## src/rtl/bba_queue.sv

```systemverilog
// Two-entry queue between the front end and the back end.
// Depends on nothing.
`timescale 1ns / 1ps
`default_nettype none

module bba_queue #(
    parameter int WIDTH = 8
) (
    input  wire              clk,
    input  wire              rst_n,
    input  wire              push,
    input  wire  [WIDTH-1:0] wdata,
    input  wire              pop,
    output logic             valid,
    output logic             full,
    output logic [WIDTH-1:0] rdata
);

    logic [WIDTH-1:0] ent_reg [2];
    logic             wptr_reg, wptr_next;
    logic             rptr_reg, rptr_next;
    logic [1:0]       cnt_reg,  cnt_next;

    assign valid = cnt_reg != 2'd0;
    assign full  = cnt_reg == 2'd2;
    assign rdata = ent_reg[rptr_reg];

    always_comb
    begin
        wptr_next = push ? ~wptr_reg : wptr_reg;
        rptr_next = pop ? ~rptr_reg : rptr_reg;
        cnt_next  = cnt_reg + 2'(push) - 2'(pop);
    end

    always_ff @(posedge clk or negedge rst_n)
    begin
        if (!rst_n)
        begin
            wptr_reg <= 1'b0;
            rptr_reg <= 1'b0;
            cnt_reg  <= 2'd0;
        end
        else
        begin
            wptr_reg <= wptr_next;
            rptr_reg <= rptr_next;
            cnt_reg  <= cnt_next;
        end
    end

    always_ff @(posedge clk)
    begin
        if (push)
        begin
            ent_reg[wptr_reg] <= wdata;
        end
    end

endmodule

`default_nettype wire

```

## config.mk

```make
export PLATFORM = sky130hd
export DESIGN_NAME = bba_queue
export DESIGN_NICKNAME = d
export VERILOG_FILES = /design/src/rtl/bba_queue.sv
export SDC_FILE = /design/constraint.sdc
export NUM_CORES = 1
export LEC_CHECK = 0
export ABC_AREA = 1
export BUFFER_PORTS_ARGS = -buffer_cell sky130_fd_sc_hd__buf_2
export CAP_MARGIN = 25
export CORE_MARGIN = 2
export CORE_UTILIZATION = 25
export CTS_BUF_LIST = sky130_fd_sc_hd__clkbuf_4
export DETAILED_ROUTE_END_ITERATION = 10
export GPL_TIMING_DRIVEN = 0
export PLACE_DENSITY = 0.53
export SLEW_MARGIN = 20
export SYNTH_ARGS = -nofsm -noshare
export SYNTH_HDL_FRONTEND = slang
export SYNTH_SLANG_ARGS = --single-unit
```

## constraint.sdc

```tcl
create_clock -name clk -period 3.1 [get_ports clk]
set_input_delay 0.155 -clock clk [delete_from_list [all_inputs] [get_ports clk]]
set_output_delay 0.155 -clock clk [all_outputs]
set_load 0.05 [all_outputs]
```

After elaboration in Yosys (flattened, before gate mapping)
Memories as Yosys holds them, arrays and structs flattened.
Cells that the tools add are included.
{"block": "classes", "n_addsub": 2, "multipliers": 0, "div_mod_pow": 0, "order_cmp": 0, "eq_ne": 1, "n_shift": 0, "n_mux": 2, "bitwise_logic": 2, "reduce_logical": 1}
{"cell": "$add 2x1->2", "n": 1}
{"cell": "$eq 2x2->1 const B", "n": 1}
{"cell": "$mux 1", "n": 2}
{"cell": "$not 1->1", "n": 2}
{"cell": "$reduce_bool 2->1", "n": 1}
{"cell": "$sub 2x1->2", "n": 1}
{"block": "word_totals", "ff_bits": 4, "latchBits": 0, "mem_bits_rw": 16, "mem_bits_ro": 0, "input_bits": 12, "output_inout_bits": 10, "wordCells": 12, "memories": 1}
{"memory": "ent_reg", "depth": 2, "width": 8, "rd": 1, "rd_ports_with_merged_regs": 0, "write_ports": 1, "line_no": "19", "rtl": "logic [WIDTH-1:0] ent_reg [2];"}

Logic depth before layout (Yosys ltp)
{"block": "depth", "depth_word": 2, "ltp_mapped": 7, "mapped_depth_nobuf": 7}

Worst setup path after synthesis
No wires, ideal clock.
{"block": "synth_path", "path_type": "flip-flop to output port", "startpoint": "register rptr_reg", "endpoint": "output port rdata[0]", "t_arrival_ns": 1.591, "t_required_ns": 2.945, "setup_slack_ns": 1.354, "stages_incl_launch_ff": 3, "n_path_buf": 1, "cell_sequence": "dfrtp_1 buf_6 o21ai_0"}
{"block": "synth_between", "elab_chain_cells": 1}
{"element": "start: declaration", "line_no": "21", "rtl": "logic rptr_reg, rptr_next;"}
{"element": "start signal: assignment", "line_no": "46", "rtl": "rptr_reg <= rptr_next;"}
{"element": "$mem_v2 2x8"}
{"element": "end: declaration", "line_no": "16", "rtl": "output logic [WIDTH-1:0] rdata"}
Every way passes these cells.

Worst setup path after layout
{"block": "layout_path", "startpoint": "register rptr_reg", "endpoint": "output port rdata[6]"}
Same word-level chain as after synthesis.

==> impl_metrics.env <==
export IMPL_period_needed_ns=1.49
export IMPL_setup_tns_ns=0
export IMPL_grt_pass1_wl_um=2040
export IMPL_hold_viol=0
export IMPL_cts_made_buffers=3
export IMPL_routed_via_density=3.79
export IMPL_drc=0
export IMPL_clk_latency_ns=0.30
export IMPL_rsz0062_at_grt="false"
export IMPL_hpwl_um=1020
export IMPL_met3_usage_pct=4.41
export IMPL_antennaDiodeCount=0
export IMPL_drtIter0Drc=15
export IMPL_cts_tree="yes"
export IMPL_clock_sinks=20
export IMPL_place_congestion=0.663
export IMPL_num_rows=20
export IMPL_hp_start="wdata[1]"
export IMPL_first_pass_iters=4
export IMPL_ys_ff_latch=20
export IMPL_syn_area_sq_um=831
export IMPL_grt_max_degree=13
export IMPL_synth_distinct_cells=12
export IMPL_vias=519
export IMPL_wl_per_cell_um=9.76
export IMPL_reg2reg_depth=1
export IMPL_die_width_um=61.6
export IMPL_min_to="ent_reg[1][1]$_DFFE_PP_"
export IMPL_drv_slew=0
export IMPL_whs_ns=0.0353
export IMPL_cp_end_kind="output pin"
export IMPL_synth_top_cells_by_area="edfxtp_1, dfrtp_1, inv_1"
export IMPL_max_freq_mhz=673
export IMPL_synthDominantCellAreaShare_pct=57.8
export IMPL_cts_buffer_depth=2
export IMPL_r2r_start="wptr_reg$_DFFE_PN0P_"
export IMPL_clkTransAtPathRegs_ns=0.12
export IMPL_min_period_over_period_pct=48.0
export IMPL_worstHoldPathCells=1
export IMPL_synthToLayoutAreaGrowth_pct=26.8
export IMPL_port_buffers=21
export IMPL_synth_largest_area_cell="edfxtp_1"
export IMPL_gr_usage_met2_pct=13.5
export IMPL_fin_nets=108
export IMPL_worstSetupStartpointType="flip-flop"
export IMPL_p_per_area_mw_per_mm2=1070
export IMPL_cp_data_required_time_ns=2.94
export IMPL_rrSetupSlack_ns=1.76
export IMPL_synth_seq_area_share_pct=69.9
export IMPL_die_height_um=61.6
export IMPL_largest_reg_flops=16
export IMPL_cp_max_fo=10
export IMPL_status="completed"
export IMPL_cts_root_buffer="clkbuf_4"
export IMPL_ys_warn_count=0
export IMPL_maxSlewHeadroom_pct=52.7
export IMPL_syn_avg_cell_area_sq_um=12.4
export IMPL_grt_util_all_layers_pct=7.57
export IMPL_path_class="flip-flop to output pin"
export IMPL_finalSetupViolations=0
export IMPL_fin_skew_ns=0.00976
export IMPL_total_leakage_power_nw=0.488
export IMPL_grt_busiest_layer="met2"
export IMPL_cts_htree_levels=1
export IMPL_grt_use_met1_pct=7.92
export IMPL_antenna_found_initial=0
export IMPL_drive_gt1_share_pct=32.3
export IMPL_grt_overflow_total=0
export IMPL_initial_core_util_pct=26.8
export IMPL_max_vdd_ir_drop_v=0.000589
export IMPL_syn_inst=67
export IMPL_io_pins=22
export IMPL_drv_cap=0
export IMPL_grt_pass1_vias=500
export IMPL_finalWirelength_um=1340
export IMPL_worstHoldPathType="input pin to flip-flop"
export IMPL_tightest_slew_ns=0.707
export IMPL_crit_arrival_ns=1.33
export IMPL_worstReg2RegEnd="ent_reg[0][2]$_DFFE_PP_"
export IMPL_synth_net_count=81
export IMPL_die_area_sq_mm=0.00380
export IMPL_coreArea_sq_mm=0.00310
export IMPL_postRouteAntennaNets=0
-- placed cells by master, fill, tap and decap left out, drive strengths merged --
cell type and n:
buf 23, o21ai 8, edfxtp 16, nand3 1, nor2 2, dfrtp 4, clkbuf 3, xor2 2
dlygate4sd3 1, nand2 15, inv 15, bufinv 1, ha 2
-- power breakdown --
group / leakage [nW] / switching (mW) / internal (mW) / total [mW]
Clock: 0.0279 / 0.0771 / 0.131 / 0.208
Combinational: 0.263 / 0.393 / 0.143 / 0.537
Sequential: 0.197 / 0.0228 / 0.365 / 0.388
-- how the worst max path moves through the flow --
stage	start	to	slack [ns]	depth (start not counted)
floorplan	rptr_reg$_DFFE_PN0P_	rdata[0]	1.35	2
global route	rptr_reg$_DFFE_PN0P_	rdata[6]	1.52	4
finish	rptr_reg$_DFFE_PN0P_	rdata[6]	1.61	4
detailed placement	wptr_reg$_DFFE_PN0P_	ent_reg[0][0]$_DFFE_PP_	1.71	1
CTS	rptr_reg$_DFFE_PN0P_	rdata[6]	1.58	4
global placement	wptr_reg$_DFFE_PN0P_	ent_reg[0][0]$_DFFE_PP_	1.73	1
-- worst max-delay path, stage by stage (launching register included) --
cell and delay (ns):
dfrtp_1 0.39, buf_6 0.14, buf_12 0.14, o21ai_2 0.11, buf_2 0.27
-- Yosys cell counts, drive strengths merged --
library cell / number
ha: 2
buf: 2
o21ai: 8
dfrtp: 4
nand2: 15
inv: 15
edfxtp: 16
xor2: 2
nand3: 1
nor2: 2
-- logic make-up after synthesis --
group,share of synthesized area [%]
AO/OA/AOI/OAI,6.17
AND/OR/NAND/NOR,8.28
XOR/XNOR,2.11
buffers and inverters,10.5
flip-flops,69.9
adder cells (fa/ha/maj),3.01
-- timing repair --
| item | 4_1_cts | 5_1_grt |
|---|---|---|
| hold buffers | 1 | 0 |
| gates resized for setup | 0 | 0 |
| setup buffers | 0 | 0 |
| endpoints found under the hold margin | 4 | 0 |
-- metrics by stage --
stage	utilization [%]	total power, mW	area, sq um	instances	worst slack (ns)
final	34.0	1.13	1050	137	1.61
after global routing	34.0	1.20	1050	137	1.52
after global placement	31.9	0.929	991	132	1.73
after detailed placement	31.9	0.941	991	132	1.71
after CTS	34.0	1.15	1050	137	1.58
after floorplan	-	0.821	831	67	1.35
-- cell type report --
type,count,area [sq um]
well taps,44,55.1
plain buffers,2,31.3
repair buffers,22,115
clock buffers,3,22.5
flip-flops and latches,20,581
inverters,15,56.3
fillers,342,2050
multi-input cells,30,163
clock inverters,1,30.0
-- per-layer routing --
metal  vias up  wire (um)
met4         0          0
met5         -          0
met1       233        567
met3         0        135
met2        19        635
li1        267          -
Note: power is estimated with default switching activity, not from simulation.
