==> src/rtl/bba_pkg.sv <==
// Shared types and codes of the buddy block allocator.
// Depends on nothing; bba_front, bba_back and the top level import it.
`timescale 1ns / 1ps
`default_nettype none

package bba_pkg;

    localparam int REQ_SIZE_W = 21;
    localparam int ADDR_W     = 20;
    localparam int FREE_W     = 21;
    localparam int STATUS_W   = 2;

    localparam logic REQ_ALLOC = 1'b0;
    localparam logic REQ_FREE  = 1'b1;

    localparam logic [STATUS_W-1:0] STATUS_OK       = 2'd0;
    localparam logic [STATUS_W-1:0] STATUS_FAILED   = 2'd1;
    localparam logic [STATUS_W-1:0] STATUS_BAD_FREE = 2'd2;

    typedef enum logic [3:0] {
        B_CLEAR,
        B_IDLE,
        B_FIND,
        B_U_RD,
        B_U_CHK,
        B_SPLIT,
        B_A_DONE,
        B_F_RD,
        B_F_CHK,
        B_M_RD,
        B_M_CHK,
        B_PUSH
    } back_state_t;

endpackage

`default_nettype wire

==> src/rtl/bba_front.sv <==
// Request front end: takes a transaction, rounds the allocate size and
// checks the free address, then hands a classified item to the queue. Uses bba_pkg.
`timescale 1ns / 1ps
`default_nettype none

module bba_front import bba_pkg::*; #(
    parameter int HEAP_BYTES      = 1048576,
    parameter int MIN_BLOCK_BYTES = 512,
    parameter int HEADER_BYTES    = 24,
    parameter int ALIGN_BYTES     = 8,
    localparam int NUM_SLOTS = HEAP_BYTES / MIN_BLOCK_BYTES,
    localparam int SLOT_W    = NUM_SLOTS > 1 ? $clog2(NUM_SLOTS) : 1,
    localparam int TOP_ORDER = $clog2(NUM_SLOTS + 1) - 1,
    localparam int ORDERS    = TOP_ORDER + 1,
    localparam int ORD_W     = ORDERS > 1 ? $clog2(ORDERS) : 1,
    localparam int ITEM_W    = 2 + ORD_W + SLOT_W
) (
    input  wire                    clk,
    input  wire                    rst_n,
    input  wire                    start,
    input  wire                    clearing,
    input  wire                    req_type,
    input  wire  [REQ_SIZE_W-1:0]  req_size,
    input  wire  [ADDR_W-1:0]      block_addr,
    input  wire                    q_full,
    output logic                   busy,
    output logic                   push,
    output logic [ITEM_W-1:0]      item
);

    localparam int T_W     = 22;
    localparam int A_SH    = T_W + $clog2(ALIGN_BYTES);
    localparam logic [T_W+1:0] A_RECIP =
        (T_W + 2)'(((64'd1 << A_SH) + 64'(ALIGN_BYTES) - 64'd1) / ALIGN_BYTES);
    localparam int F_SH    = ADDR_W + $clog2(MIN_BLOCK_BYTES);
    localparam logic [ADDR_W+1:0] F_RECIP =
        (ADDR_W + 2)'(((64'd1 << F_SH) + 64'(MIN_BLOCK_BYTES) - 64'd1) / MIN_BLOCK_BYTES);
    localparam int CHK_W   = ADDR_W + 17;

    logic                sv_reg,   sv_next;
    logic                type_reg, type_next;
    logic                nz_reg,   nz_next;
    logic                ge_reg,   ge_next;
    logic [ADDR_W-1:0]   off_reg,  off_next;
    logic [T_W-1:0]      qa_reg,   qa_next;
    logic [ADDR_W-1:0]   qf_reg,   qf_next;

    logic                accept;
    logic [T_W-1:0]      total;
    logic [2*T_W+1:0]    prod_a;
    logic [ADDR_W-1:0]   off;
    logic [2*ADDR_W+1:0] prod_f;
    logic [ORDERS-1:0]   fits;
    logic [ORD_W-1:0]    kmin;
    logic                ok_alloc;
    logic                ok_free;
    logic [CHK_W-1:0]    back_mul;

    assign busy   = sv_reg | clearing;
    assign accept = start & ~busy;

    // Rounded size as a count of alignment units, by reciprocal multiply.
    always_comb
    begin
        total   = T_W'(req_size) + T_W'(HEADER_BYTES) + T_W'(ALIGN_BYTES - 1);
        prod_a  = (2 * T_W + 2)'(total) * (2 * T_W + 2)'(A_RECIP);
        off     = block_addr - ADDR_W'(HEADER_BYTES);
        prod_f  = (2 * ADDR_W + 2)'(off) * (2 * ADDR_W + 2)'(F_RECIP);
    end

    always_comb
    begin
        sv_next   = sv_reg;
        type_next = type_reg;
        nz_next   = nz_reg;
        ge_next   = ge_reg;
        off_next  = off_reg;
        qa_next   = qa_reg;
        qf_next   = qf_reg;
        if (accept)
        begin
            sv_next   = 1'b1;
            type_next = req_type;
            nz_next   = req_size != '0;
            ge_next   = block_addr >= ADDR_W'(HEADER_BYTES);
            off_next  = off;
            qa_next   = T_W'(prod_a >> A_SH);
            qf_next   = ADDR_W'(prod_f >> F_SH);
        end
        else if (push)
        begin
            sv_next = 1'b0;
        end
    end

    // Smallest order whose block holds the rounded request.
    always_comb
    begin
        for (int k = 0; k < ORDERS; k++)
        begin
            fits[k] = 64'(qa_reg) <= ((64'(MIN_BLOCK_BYTES) << k) / ALIGN_BYTES);
        end
        kmin = '0;
        for (int k = ORDERS - 1; k >= 0; k--)
        begin
            if (fits[k])
            begin
                kmin = ORD_W'(k);
            end
        end
        ok_alloc = nz_reg & (|fits);
        back_mul = CHK_W'(qf_reg) * CHK_W'(MIN_BLOCK_BYTES);
        ok_free  = ge_reg && (back_mul == CHK_W'(off_reg))
                   && (64'(qf_reg) < 64'(NUM_SLOTS));
    end

    assign push = sv_reg & ~q_full;
    assign item = {type_reg == REQ_FREE,
                   (type_reg == REQ_FREE) ? ok_free : ok_alloc,
                   kmin,
                   SLOT_W'(qf_reg)};

    always_ff @(posedge clk or negedge rst_n)
    begin
        if (!rst_n)
        begin
            sv_reg <= 1'b0;
        end
        else
        begin
            sv_reg <= sv_next;
        end
    end

    always_ff @(posedge clk)
    begin
        type_reg <= type_next;
        nz_reg   <= nz_next;
        ge_reg   <= ge_next;
        off_reg  <= off_next;
        qa_reg   <= qa_next;
        qf_reg   <= qf_next;
    end

endmodule

`default_nettype wire

==> config.mk <==
export PLATFORM = sky130hd
export DESIGN_NAME = bba_front
export DESIGN_NICKNAME = d
export VERILOG_FILES = /design/src/rtl/bba_pkg.sv /design/src/rtl/bba_front.sv
export SDC_FILE = /design/constraint.sdc
export NUM_CORES = 1
export LEC_CHECK = 0
export ABC_AREA = 1
export BUFFER_PORTS_ARGS = -buffer_cell sky130_fd_sc_hd__buf_2
export CORE_MARGIN = 3
export CORE_UTILIZATION = 35
export CTS_CLUSTER_DIAMETER = 30
export DETAILED_ROUTE_END_ITERATION = 10
export SYNTH_ARGS = -nofsm -noshare
export SYNTH_HDL_FRONTEND = slang
export SYNTH_SLANG_ARGS = --single-unit
==> constraint.sdc <==
create_clock -name clk -period 2.3 [get_ports clk]
set_input_delay 0.23 -clock clk [delete_from_list [all_inputs] [get_ports clk]]
set_output_delay 0.23 -clock clk [all_outputs]
set_load 0.02 [all_outputs]
# [After elaboration in Yosys (flattened, before gate mapping)]
# Cells that the tools add are included.
[totals] regBits=54 inputBits=47 output_inout_bits=19
[op_classes] add_sub_neg=3 order_cmp=14 n_eq_ne=1 n_mux=15 n_bitwise=6 n_reduce_logical=5
[op_table] op="$mux W4" n=12
[op_table] op="$add A21 B5 Y22 const B" n=1
[op_table] op="$add A22 B3 Y22 const B" n=1
[op_table] op="$reduce_bool A21 Y1" n=1
[op_table] op="$eq A20 B20 Y1" n=1
[op_table] op="$ge A20 B5 Y1 const B" n=1
[op_table] op="$sub A20 B5 Y20 const B" n=1
[op_table] op="$le A19 B10 Y1 const B" n=1
[op_table] op="$le A19 B11 Y1 const B" n=1
[op_table] op="$le A19 B12 Y1 const B" n=1
[op_table] op="$le A19 B13 Y1 const B" n=1
[op_table] op="$le A19 B14 Y1 const B" n=1
[op_table] op="$le A19 B15 Y1 const B" n=1
[op_table] op="$le A19 B16 Y1 const B" n=1
[op_table] op="$le A19 B17 Y1 const B" n=1
[op_table] op="$le A19 B18 Y1 const B" n=1
[op_table] op="$le A19 B7 Y1 const B" n=1
[op_table] op="$le A19 B8 Y1 const B" n=1
[op_table] op="$le A19 B9 Y1 const B" n=1
[op_table] op="$lt A11 B12 Y1 const B" n=1
[op_table] op="$reduce_or A12 Y1" n=1
[op_table] op="$and A1 B1 Y1" n=3
[op_table] op="$mux W1" n=3
[op_table] op="$logic_and A1 B1 Y1" n=2
[op_table] op="3 further kinds" n=4

# [Longest topological paths before layout]
# Gate-level depths: netlist of the first run.
[depth] depth_word=13 ltp_mapped=17 mapped_depth_nobuf=17

# [Worst setup path before layout of the first run]
# Ideal clock, no wire load.
[synth_timing] path_type="register to output" start="register qa_reg[7]" end="output port item[11]" t_arrival_ns=1.783 slack_ns=0.287 path_stages_with_launch=16 cell_sequence="edfxtp_1 > nor2_1 > nand2_1 > nor2_2 > nand2_1 > o21ai_2 > nand2_1 > nand2_1 > nand2_1 > nand2_1 > nand2_1 > nand2_1 > nand2_1 > nand2_1 > nand2_1 > a21oi_1"
[synth_between] elab_chain_len=13
[synth_rtl] item="start: declaration" line="bba_front.sv:45" source="logic [T_W-1:0] qa_reg, qa_next;"
[synth_rtl] item="start signal: assignment" line="bba_front.sv:141" source="qa_reg <= qa_next;"
[synth_rtl] item="$le A19 B18 Y1" line="bba_front.sv:101" source="fits[k] = 64'(qa_reg) <= ((64'(MIN_BLOCK_BYTES) << k) / ALIGN_BYTES);"
[synth_rtl] item="$mux W4 (11 in series)" line="bba_front.sv:106" source="if (fits[k])"
[synth_rtl] item="$mux W4 *" line="bba_front.sv:106"
[synth_rtl] item="end: declaration" line="bba_front.sv:28" source="output logic [ITEM_W-1:0] item"
# Every way passes the cells marked *; elsewhere a longest branch is shown, timed or not.

# [Final worst setup path of the first run]
[layout_timing] start="register qa_reg[9]" end="output port item[11]"
# The elaborated chain is that of the path after synthesis.

==> results of run 1 <==
[stage by stage]
stage          setup slack, ns  cells
2_1_floorplan           0.2870    299
3_3_place_gp            0.2213    451
3_5_place_dp            0.1697    451
4_1_cts              -0.008091    470
5_1_grt                -0.1787    478
6_report               0.02726    478
[what timing repair did]
item,in CTS,in global routing
endpoints found under the hold margin,1,0
hold buffers,1,0
pin swaps,3,7
endpoints found under the setup margin,1,3
resized for setup,3,18
buffers inserted,11,8
[cells in the final DEF (no fill, tap or decap), types with 2 or more instances in the layout]
master and instances:
nor2_1 36, inv_1 50, o21ai_0 8, buf_2 63
nand3_1 11, o32ai_1 2, o31ai_1 2, nor3_1 8
nor3_2 4, nand3b_1 2, nand2_1 45, nand2_4 4
o21ai_2 2, nor2_2 9, edfxtp_1 42, xnor2_1 7
nor4_1 9, xor2_1 13, buf_4 23, nand2_2 5
nor2_4 3, nand3_2 2, inv_2 3, a21oi_1 2
clkbuf_8 5, nand4_1 9
[metal layers]
layer	wire [um]	part of all wire
met4	172	0.030
met1	2419	0.42
met3	334	0.057
met2	2883	0.50
met5	0	0
[area by class of cell]
class	instances	area (sq um)	area share
multi-input cells	190	1099	0.3308
clock buffers	6	72.57	0.02185
well taps	96	120.1	0.03617
inverters	54	203.9	0.06142
repair buffers	88	509.2	0.1534
flip-flops and latches	43	1286	0.3873
clock inverters	1	30.03	0.009043
[power by group through the flow]
stage / Sequential [mW] / Combinational [mW] / Clock [mW]
after floorplan: 1.01 / 0.238 / 0
after global placement: 1.01 / 0.350 / 0
after detailed placement: 1.02 / 0.355 / 0
after CTS: 0.994 / 0.383 / 0.577
after global routing: 1.00 / 0.458 / 0.609
final: 0.994 / 0.415 / 0.559
[worst max path at each step]
| stage | start | endpoint |
|---|---|---|
| 2_1_floorplan | qa_reg[7] | item[11] |
| 5_1_grt | qa_reg[10] | item[11] |
| 4_1_cts | qa_reg[10] | item[11] |
| 3_5_place_dp | block_addr[3] | off_reg[19] |
| 6_report | qa_reg[9] | item[11] |
| 3_3_place_gp | qa_reg[9] | item[11] |
[worst max-delay path: cells and delay by family (launching register included)]
family | cells | cell delay, ns
flops | 1 | 0.41
simple gates | 6 | 0.48
compound gates | 2 | 0.27
buf+inv | 6 | 0.59
[cells by family (layout without fill, tap and decap cells)]
| kind of cell | Yosys count | after routing | synth area share |
|---|---|---|---|
| flip-flops | 43 | 43 | 0.4893 |
| AO/OA/AOI/OAI | 19 | 19 | 0.04331 |
| buffers and inverters | 66 | 149 | 0.1119 |
| AND/OR/NAND/NOR | 150 | 150 | 0.2841 |
| XOR/XNOR | 20 | 20 | 0.06664 |
| adder cells (fa/ha/maj) | 1 | 1 | 0.004759 |
==> flow_metrics.tcl, run 1 <==
set metrics [dict create \
    status "finished clean" \
    min_from "block_addr[2]" \
    cts_tree "done" \
    sw_frac_of_total 0.2703 \
    grt_pass1_vias 2114 \
    reg2reg_to "qa_reg[7]" \
    grt_pass1_wl_mm 9.335 \
    dieHeight_um 92.67 \
    fmax_mhz 440.0 \
    fin_nets 430 \
    synth_top_area_share 0.4798 \
    required_ns 2.07 \
    yosysSeqAreaShare 0.4893 \
    met1_usage 0.1625 \
    numCtsBuffers 5 \
    dr.pass1.iters 4 \
    maxSlewHeadroom 0.6586 \
    ys_types 33 \
    drc_errors 0 \
    place_area_sq_um 3007 \
    ant_nets 0 \
    place.gp.congestion 0.8962 \
    final_max_slew_viol_count 0 \
    p_leak_nw 1.441 \
    nFillCells 691 \
    grtUsageMet3 0.03493 \
    first_iter_violations 152 \
    worstSetupStartpointType "flop" \
    clock_tree.root_cell "clkbuf_8" \
    ir_drop_v 0.0003989 \
    crit_type "flop to output port" \
    netSwitchingPower_mw 0.5318 \
    rsz0062_at_grt "yes" \
    clock_latency_ns 0.29 \
    vias 2230 \
    ys_warn_count 0 \
    final_util 0.4731 \
    period_share 0.9881 \
    fin_crit_ns 2.273 \
    largest_reg_flops 20 \
    finalSetupTns_ns 0 \
    initial_utilization 0.3745 \
    worst_pin_slew_ns 0.5121 \
    cts_max_level 2 \
    end_kind "output port" \
    synth_async_sr_flop_share 0.02326 \
    p_int_mw 1.436 \
    rows 30 \
    cp_cell_sequence "nor2_2 -> buf_4 -> buf_4 -> buf_4 -> buf_4 -> nand4_1 -> o22ai_1 -> inv_1 -> nand2_1 -> nand2_1 -> nand2_1 -> nand2_1 -> a21oi_2 -> buf_6" \
    clkPwrFrac 0.284 \
    synth-edff-count 42 \
    io_pins 66 \
    power_mw 1.968 \
    antenna_found_initial 0 \
    track_usage 0.1350 \
    powerDensity_nw_per_um2 592.5 \
    busiest_layer "met2" \
    power_frac_seq 0.505 \
    ys_top_cells_by_count "inv_1 (52), nand2_1 (49), nor2_1 (43), edfxtp_1 (42), xor2_1 (13)" \
    hold-path-cell-count 1 \
    synthCells 299 \
    synth.most_common_cell "inv_1" \
    clock-sinks 43 \
    grt_max_degree 43 \
    worst_hold_slack_ns 0.1116 \
    finalHoldViolCount 0 \
    viasPerCell 4.665 \
    cp_max_fo 2 \
    yosysTopAreaCell "edfxtp_1" \
    netlist_area_sq_um 2629 \
    antenna_cells 0 \
    die_area_sq_um 8587 \
    layout-drive-gt1-share 0.3377 \
    met2_usage 0.2314 \
    ys_ff_latch 43 \
    wirelength_mm 5.810 \
    clk_pin_slew_ns 0.07 \
    numPortBuffers 65 \
    setup_viol 0 \
    rr_startpoint "sv_reg" \
    rrSetupSlack_ns 0.88 \
    crit_path_top_delay_cell "edfxtp_1" \
    design_area_sq_um 3321 \
    dp_hpwl_mm 4.414 \
    syn_nets 347 \
    rr_worst_depth 4 \
    drv_cap 0 \
    synth_area_leaders "edfxtp_1 (48%), inv_1 (7.4%), nand2_1 (7.0%), nor2_1 (6.1%), xor2_1 (4.3%)" \
    die_w_um 92.67 \
    finClkSkew_ns 0.002839 \
    comb_power_share 0.211 \
    area_growth_pct 26.32 \
    min_path_type "input pin to flop" \
    grt-ovfl-total 0 \
    wl_per_cell_um 12.15 \
    clk_path_buf_depth 2 \
    critPathMaxStageDelay_ns 0.41 \
    synthFlopType "edfxtp_1" \
    hold_end "off_reg[2]" \
    coreArea_sq_um 7019 \
    critPathArrivalTime_ns 2.04 \
    avgSynthCellArea_sq_um 8.792 \
]
(Power assumes the default switching activity.)
==> inputs of run 2 (changes only) <==
--- a/config.mk
+++ b/config.mk
@@ -5,12 +5,12 @@
 export SDC_FILE = /design/constraint.sdc
 export NUM_CORES = 1
 export LEC_CHECK = 0
-export ABC_AREA = 1
 export BUFFER_PORTS_ARGS = -buffer_cell sky130_fd_sc_hd__buf_2
 export CORE_MARGIN = 3
 export CORE_UTILIZATION = 35
 export CTS_CLUSTER_DIAMETER = 30
 export DETAILED_ROUTE_END_ITERATION = 10
+export RECOVER_POWER = 50
 export SYNTH_ARGS = -nofsm -noshare
 export SYNTH_HDL_FRONTEND = slang
 export SYNTH_SLANG_ARGS = --single-unit
==> run 2 against run 1 <==
- the flow now finishes with violations (negative setup slack)
- combinational power fell by 49%
- worst hold slack gained 0.0012 ns
- sequential power down 6.6%
- via count is 18% lower
- final cell count down 24%
- die area fell by 6.8%
- critical path depth decreased by 7
- fmax down 7.9%
- total power decreased by 14%
- clock power is 1% lower
- first-iteration DRC count decreased by 54%
==> flow_metrics.tcl, run 2 <==
set metrics [dict create \
    nFillCells 640 \
    synth-edff-count 42 \
    fmax_mhz 405.0 \
    dieHeight_um 89.45 \
    finClkSkew_ns 0.005323 \
    ys_ff_latch 43 \
    clock-sinks 43 \
    status "finished, violations left" \
    grt_max_degree 24 \
    cts_tree "done" \
    critPathArrivalTime_ns 2.24 \
    worstSetupStartpointType "flop" \
    netlist_area_sq_um 2437 \
    place.gp.congestion 0.8358 \
    avgSynthCellArea_sq_um 11.66 \
    fin_nets 332 \
    fin_ws_ns -0.1690 \
    io_pins 66 \
    finalSetupTns_ns -0.5458 \
    dp_hpwl_mm 3.785 \
    ys_warn_count 0 \
    multi_input_area_sq_um 1062 \
    final_cell_mix "buf_2 (43), edfxtp_1 (42), clkbuf_1 (19)" \
    design_area_sq_um 3008 \
    synth_async_sr_flop_share 0.02326 \
    p_leak_nw 1.112 \
    final_common_cell "buf_2" \
    wl_per_cell_um 13.32 \
    numCtsBuffers 5 \
    hold-path-cell-count 1 \
    syn_nets 257 \
    numPortBuffers 65 \
    dr.pass1.iters 4 \
    crit_type "flop to output port" \
    grt_pass1_wl_mm 7.817 \
    final_max_slew_viol_count 0 \
    antenna_found_initial 0 \
    drc_errors 0 \
    track_usage 0.1254 \
    antenna_cells 0 \
    powerDensity_nw_per_um2 563.1 \
    clock_latency_ns 0.29 \
    worst_pin_slew_ns 0.9965 \
    grt_pass1_vias 1704 \
    setup_viol 4 \
    yosysTopAreaCell "edfxtp_1" \
    coreArea_sq_um 6531 \
    yosysSeqAreaShare 0.5277 \
    cp_max_fo 2 \
    rows 29 \
    ys_types 47 \
    drv_cap 0 \
    min_path_type "input pin to flop" \
    place_area_sq_um 2861 \
    clk_pin_slew_ns 0.08 \
    die_w_um 89.45 \
    first_iter_violations 70 \
    violations "negative setup slack" \
    viasPerCell 5.052 \
    ir_drop_v 0.0003417 \
    cts_max_level 2 \
    largest_reg_flops 20 \
    grt-ovfl-total 0 \
    ant_nets 0 \
    clk_path_buf_depth 2 \
    synth_area_leaders "edfxtp_1 (52%), xnor2_1 (6.1%), xor2_1 (5.4%), buf_4 (3.7%), nand2_1 (2.6%)" \
    end_kind "output port" \
    vias 1829 \
    finalHoldViolCount 0 \
    area_growth_pct 23.41 \
    rr_worst_depth 3 \
    initial_utilization 0.3732 \
    wirelength_mm 4.822 \
    ys_top_cells_by_count "edfxtp_1 (42), nand2_1 (17), xnor2_1 (17), xor2_1 (15), nor2_1 (13)" \
    maxSlewHeadroom 0.3357 \
    synthCells 209 \
    rsz0062_at_grt "yes" \
    regArea_sq_um 1286 \
    synth.most_common_cell "edfxtp_1" \
    fin_crit_ns 2.469 \
    clock_tree.root_cell "clkbuf_8" \
    required_ns 2.07 \
    layout-drive-gt1-share 0.2947 \
    die_area_sq_um 8001 \
    synth_top_area_share 0.5175 \
    synthFlopType "edfxtp_1" \
    period_share 1.073 \
]
run 2: cell count changes in the layout (fill, tap and decap cells not counted), moves of 5 or more:
cell      previous run  this run
nand2_2              5         0
nand2_1             45        17
inv_1               50         3
nand3_1             11         5
buf_2               63        43
buf_4               23        13
nor2_2               9         1
clkbuf_1             1        19
nor2_1              36        12
xnor2_1              7        17
run 2: through the flow:
stage | std cells | utilization | worst slack, ns | total power [mW] | hold WS, ns
after CTS | 361 | 0.4644 | -0.2382 | 1.724 | 0.09884
after global placement | 350 | 0.4381 | 0.08564 | 1.158 | 0.005815
final | 362 | 0.4605 | -0.1690 | 1.694 | 0.1127
after detailed placement | 350 | 0.4381 | 0.04182 | 1.162 | 0.005319
after global routing | 362 | 0.4605 | -0.3184 | 1.776 | 0.09978
after floorplan | 209 | - | 0.04363 | 1.060 | -0.06559
run 2: kinds of logic after synthesis:
logic type,Yosys count,share of synthesized area
DFF,43,0.5277
AOI/OAI and AO/OA,19,0.05493
xor gates and xnor gates,32,0.1150
adders and majority gates,2,0.009240
buffers and inverters,16,0.04363
and+or+nand+nor,93,0.2331
muxes,4,0.01643
run 2: routing by layer:
layer	up-vias	track usage	part of all wire
li1	926	-	-
met1	860	0.1625	0.43
met2	37	0.2050	0.52
met3	6	0.03041	0.037
met4	0	0.04330	0.012
met5	-	0	0
run 2: layout make-up:
cell class | instances | area share
Clock inverter | 3 | 0.01290
Sequential cell | 43 | 0.4276
Inverter | 3 | 0.003744
Timing Repair Buffer | 81 | 0.1477
Multi-Input combinational cell | 150 | 0.3532
Tap cell | 77 | 0.03203
Clock buffer | 5 | 0.02288
run 2: path summary, 6_finish.rpt:
check	from	endpoint	slack, ns
hold / removal	block_addr[2]	off_reg[2]	0.11
setup reg to reg	sv_reg	qa_reg[3]	0.36
max in group asynchronous	rst_n	sv_reg	1.97
min in group asynchronous	rst_n	sv_reg	0.25
setup / recovery	qa_reg[3]	item[14]	-0.17
hold reg to reg	sv_reg	sv_reg	0.50
run 2: power by group:
group	total (mW)	internal [mW]	switching, mW
logic	0.213	0.0899	0.123
registers	0.928	0.908	0.0193
clock network	0.553	0.318	0.235
total	1.69	1.32	0.378
run 2: timing repair:
action / in CTS / in global routing
hold buffers: 1 / 0
gates resized for setup: 13 / 4
endpoints found under the hold margin: 1 / 0
endpoints found under the setup margin: 4 / 5
gates cloned: 0 / 0
pin swaps: 9 / 2
setup buffers: 2 / 1
run 2: critical path, cell delays in order (launching register included):
cell and delay (ns):
edfxtp_1 0.42, nor4_4 0.39, nand4_4 0.12, or2_1 0.24, or3_1 0.31, a21o_1 0.21
a21oi_1 0.12, buf_4 0.15
==> inputs of run 3 (changes only) <==
--- a/config.mk
+++ b/config.mk
@@ -10,6 +10,7 @@
 export CORE_UTILIZATION = 35
 export CTS_CLUSTER_DIAMETER = 30
 export DETAILED_ROUTE_END_ITERATION = 10
+export PLACE_DENSITY_LB_ADDON = 0.25
 export RECOVER_POWER = 50
 export SYNTH_ARGS = -nofsm -noshare
 export SYNTH_HDL_FRONTEND = slang
==> run 3 against run 2 <==
- fmax down 0.82%
- wire length down 4.6%
- clock skew down 0.0032 ns
- the run still ends with negative setup slack left
- register-to-register slack about the same
- via count down 2.4%
- clock power down 23%
- critical path type unchanged
- largest power group unchanged
- sequential power about the same
- worst hold slack better by 0.0061 ns
- highest routed layer unchanged
==> flow_metrics.tcl, run 3 (synthesis results as in run 2) <==
set metrics [dict create \
    io_pins 66 \
    area_growth_pct 23.00 \
    grt_pass1_vias 1686 \
    cts_tree "done" \
    hold_end "off_reg[0]" \
    dr.pass1.iters 4 \
    clkPwrFrac 0.273 \
    die_w_um 89.45 \
    final_common_cell "buf_2" \
    design_area_sq_um 2998 \
    sw_frac_of_total 0.2319 \
    power_frac_seq 0.591 \
    rrSetupSlack_ns 0.37 \
    fin_ws_ns -0.1894 \
    finalHoldViolCount 0 \
    end_kind "output port" \
    crit_buf_inv 1 \
    dp_hpwl_mm 3.618 \
    numPortBuffers 65 \
    numCtsBuffers 5 \
    place_ws_ns 0.05506 \
    crit_path_top_delay_cell "edfxtp_1" \
    track_usage 0.1195 \
    p_leak_nw 1.093 \
    required_ns 2.07 \
    place_area_sq_um 2861 \
    grt_pass1_wl_mm 7.314 \
    worstSetupStartpointType "flop" \
    maxSlewHeadroom 0.3438 \
    die_area_sq_um 8001 \
    fin_nets 331 \
    power_mw 1.569 \
    ant_nets 0 \
    antenna_found_initial 0 \
    clk_path_buf_depth 2 \
    min_path_type "input pin to flop" \
    rr_startpoint "sv_reg" \
    min_from "block_addr[0]" \
    grt-ovfl-total 0 \
    place.gp.congestion 0.8503 \
    rsz0062_at_grt "yes" \
    final_util 0.4590 \
    drv_cap 0 \
    netSwitchingPower_mw 0.3640 \
    initial_utilization 0.3732 \
    clk_pin_slew_ns 0.07 \
    clock_tree.root_cell "clkbuf_8" \
    clock-sinks 43 \
    critPathMaxStageDelay_ns 0.41 \
    fmax_mhz 401.7 \
    cp.depth 7 \
    cp_max_fo 2 \
    violations "negative setup slack" \
    largest_reg_flops 20 \
    period_share 1.082 \
    crit_type "flop to output port" \
    rr_worst_depth 3 \
    critPathArrivalTime_ns 2.26 \
    wl_per_cell_um 12.74 \
    dieHeight_um 89.45 \
    final_max_slew_viol_count 0 \
    cp_cell_sequence "nor4_4 -> nand4_4 -> or2_1 -> or3_1 -> a21o_1 -> a21oi_1 -> buf_4" \
    grt_max_degree 24 \
    coreArea_sq_um 6531 \
    finClkSkew_ns 0.002076 \
    final_cell_mix "buf_2 (43), edfxtp_1 (42), clkbuf_1 (20)" \
    drc_errors 0 \
    rows 29 \
    vias 1786 \
    p_int_mw 1.205 \
    comb_power_share 0.136 \
    hold-path-cell-count 1 \
    cp_top_family "simple AND/OR/NAND/NOR gates" \
    wirelength_mm 4.600 \
    finalSetupTns_ns -0.6433 \
    viasPerCell 4.947 \
    powerDensity_nw_per_um2 523.5 \
    layout-drive-gt1-share 0.2923 \
    clock_latency_ns 0.28 \
    cts_max_level 2 \
    fin_crit_ns 2.489 \
    reg2reg_to "qa_reg[14]" \
    ir_drop_v 0.0002512 \
    antenna_cells 0 \
    first_iter_violations 90 \
    status "finished, violations left" \
    worst_pin_slew_ns 0.9844 \
    setup_viol 4 \
]
==> run 3: cell types whose count changed in the layout (fill, tap and decap cells not counted), sizes merged <==
cell,change
buf,-1
bufinv,-1
clkbuf,+1
==> run 3: final cells by class <==
class | count | area [sq um]
multi-input combinational | 150 | 1080
timing repair buffer | 80 | 444.2
inverter | 3 | 11.26
clock buffer | 6 | 72.57
tap | 77 | 96.34
clock inverter | 2 | 7.507
fill | 635 | 3533
sequential | 43 | 1286
==> run 3: worst max path at each step <==
stage	end	from	slack, ns
2_1_floorplan	ge_reg	sv_reg	0.04
4_1_cts	item[15]	qa_reg[0]	-0.24
5_1_grt	item[15]	qa_reg[3]	-0.31
3_5_place_dp	item[11]	qa_reg[3]	0.06
3_3_place_gp	item[11]	qa_reg[3]	0.08
6_report	item[14]	qa_reg[3]	-0.19
==> run 3: what timing repair did <==
item / CTS / global route
buffers inserted: 2 / 0
setup endpoints to repair: 4 / 5
endpoints found under the hold margin: 1 / 0
hold buffers: 1 / 0
gates resized for setup: 11 / 13
pin swaps: 9 / 3
==> run 3: per-layer routing <==
| metal | track usage | vias up | part of all wire |
|---|---|---|---|
| met5 | 0 | - | 0 |
| met4 | 0.04736 | 0 | 0.026 |
| met3 | 0.03318 | 11 | 0.039 |
| met2 | 0.1962 | 42 | 0.50 |
| met1 | 0.1488 | 809 | 0.43 |
| li1 | - | 924 | - |
==> run 3: per-stage QoR <==
stage,cells,hold slack (ns)
after global placement,350,0.005811
after detailed placement,350,0.007325
final,361,0.1189
after global routing,361,0.1015
after floorplan,209,-0.06559
after CTS,361,0.1078
==> run 3: power by group through the flow <==
| stage | logic (mW) | clock network, mW | registers [mW] |
|---|---|---|---|
| finish | 0.213 | 0.428 | 0.927 |
| global placement | 0.215 | 0 | 0.943 |
| CTS | 0.222 | 0.453 | 0.926 |
| detailed placement | 0.217 | 0 | 0.943 |
| floorplan | 0.117 | 0 | 0.943 |
| global route | 0.238 | 0.494 | 0.931 |
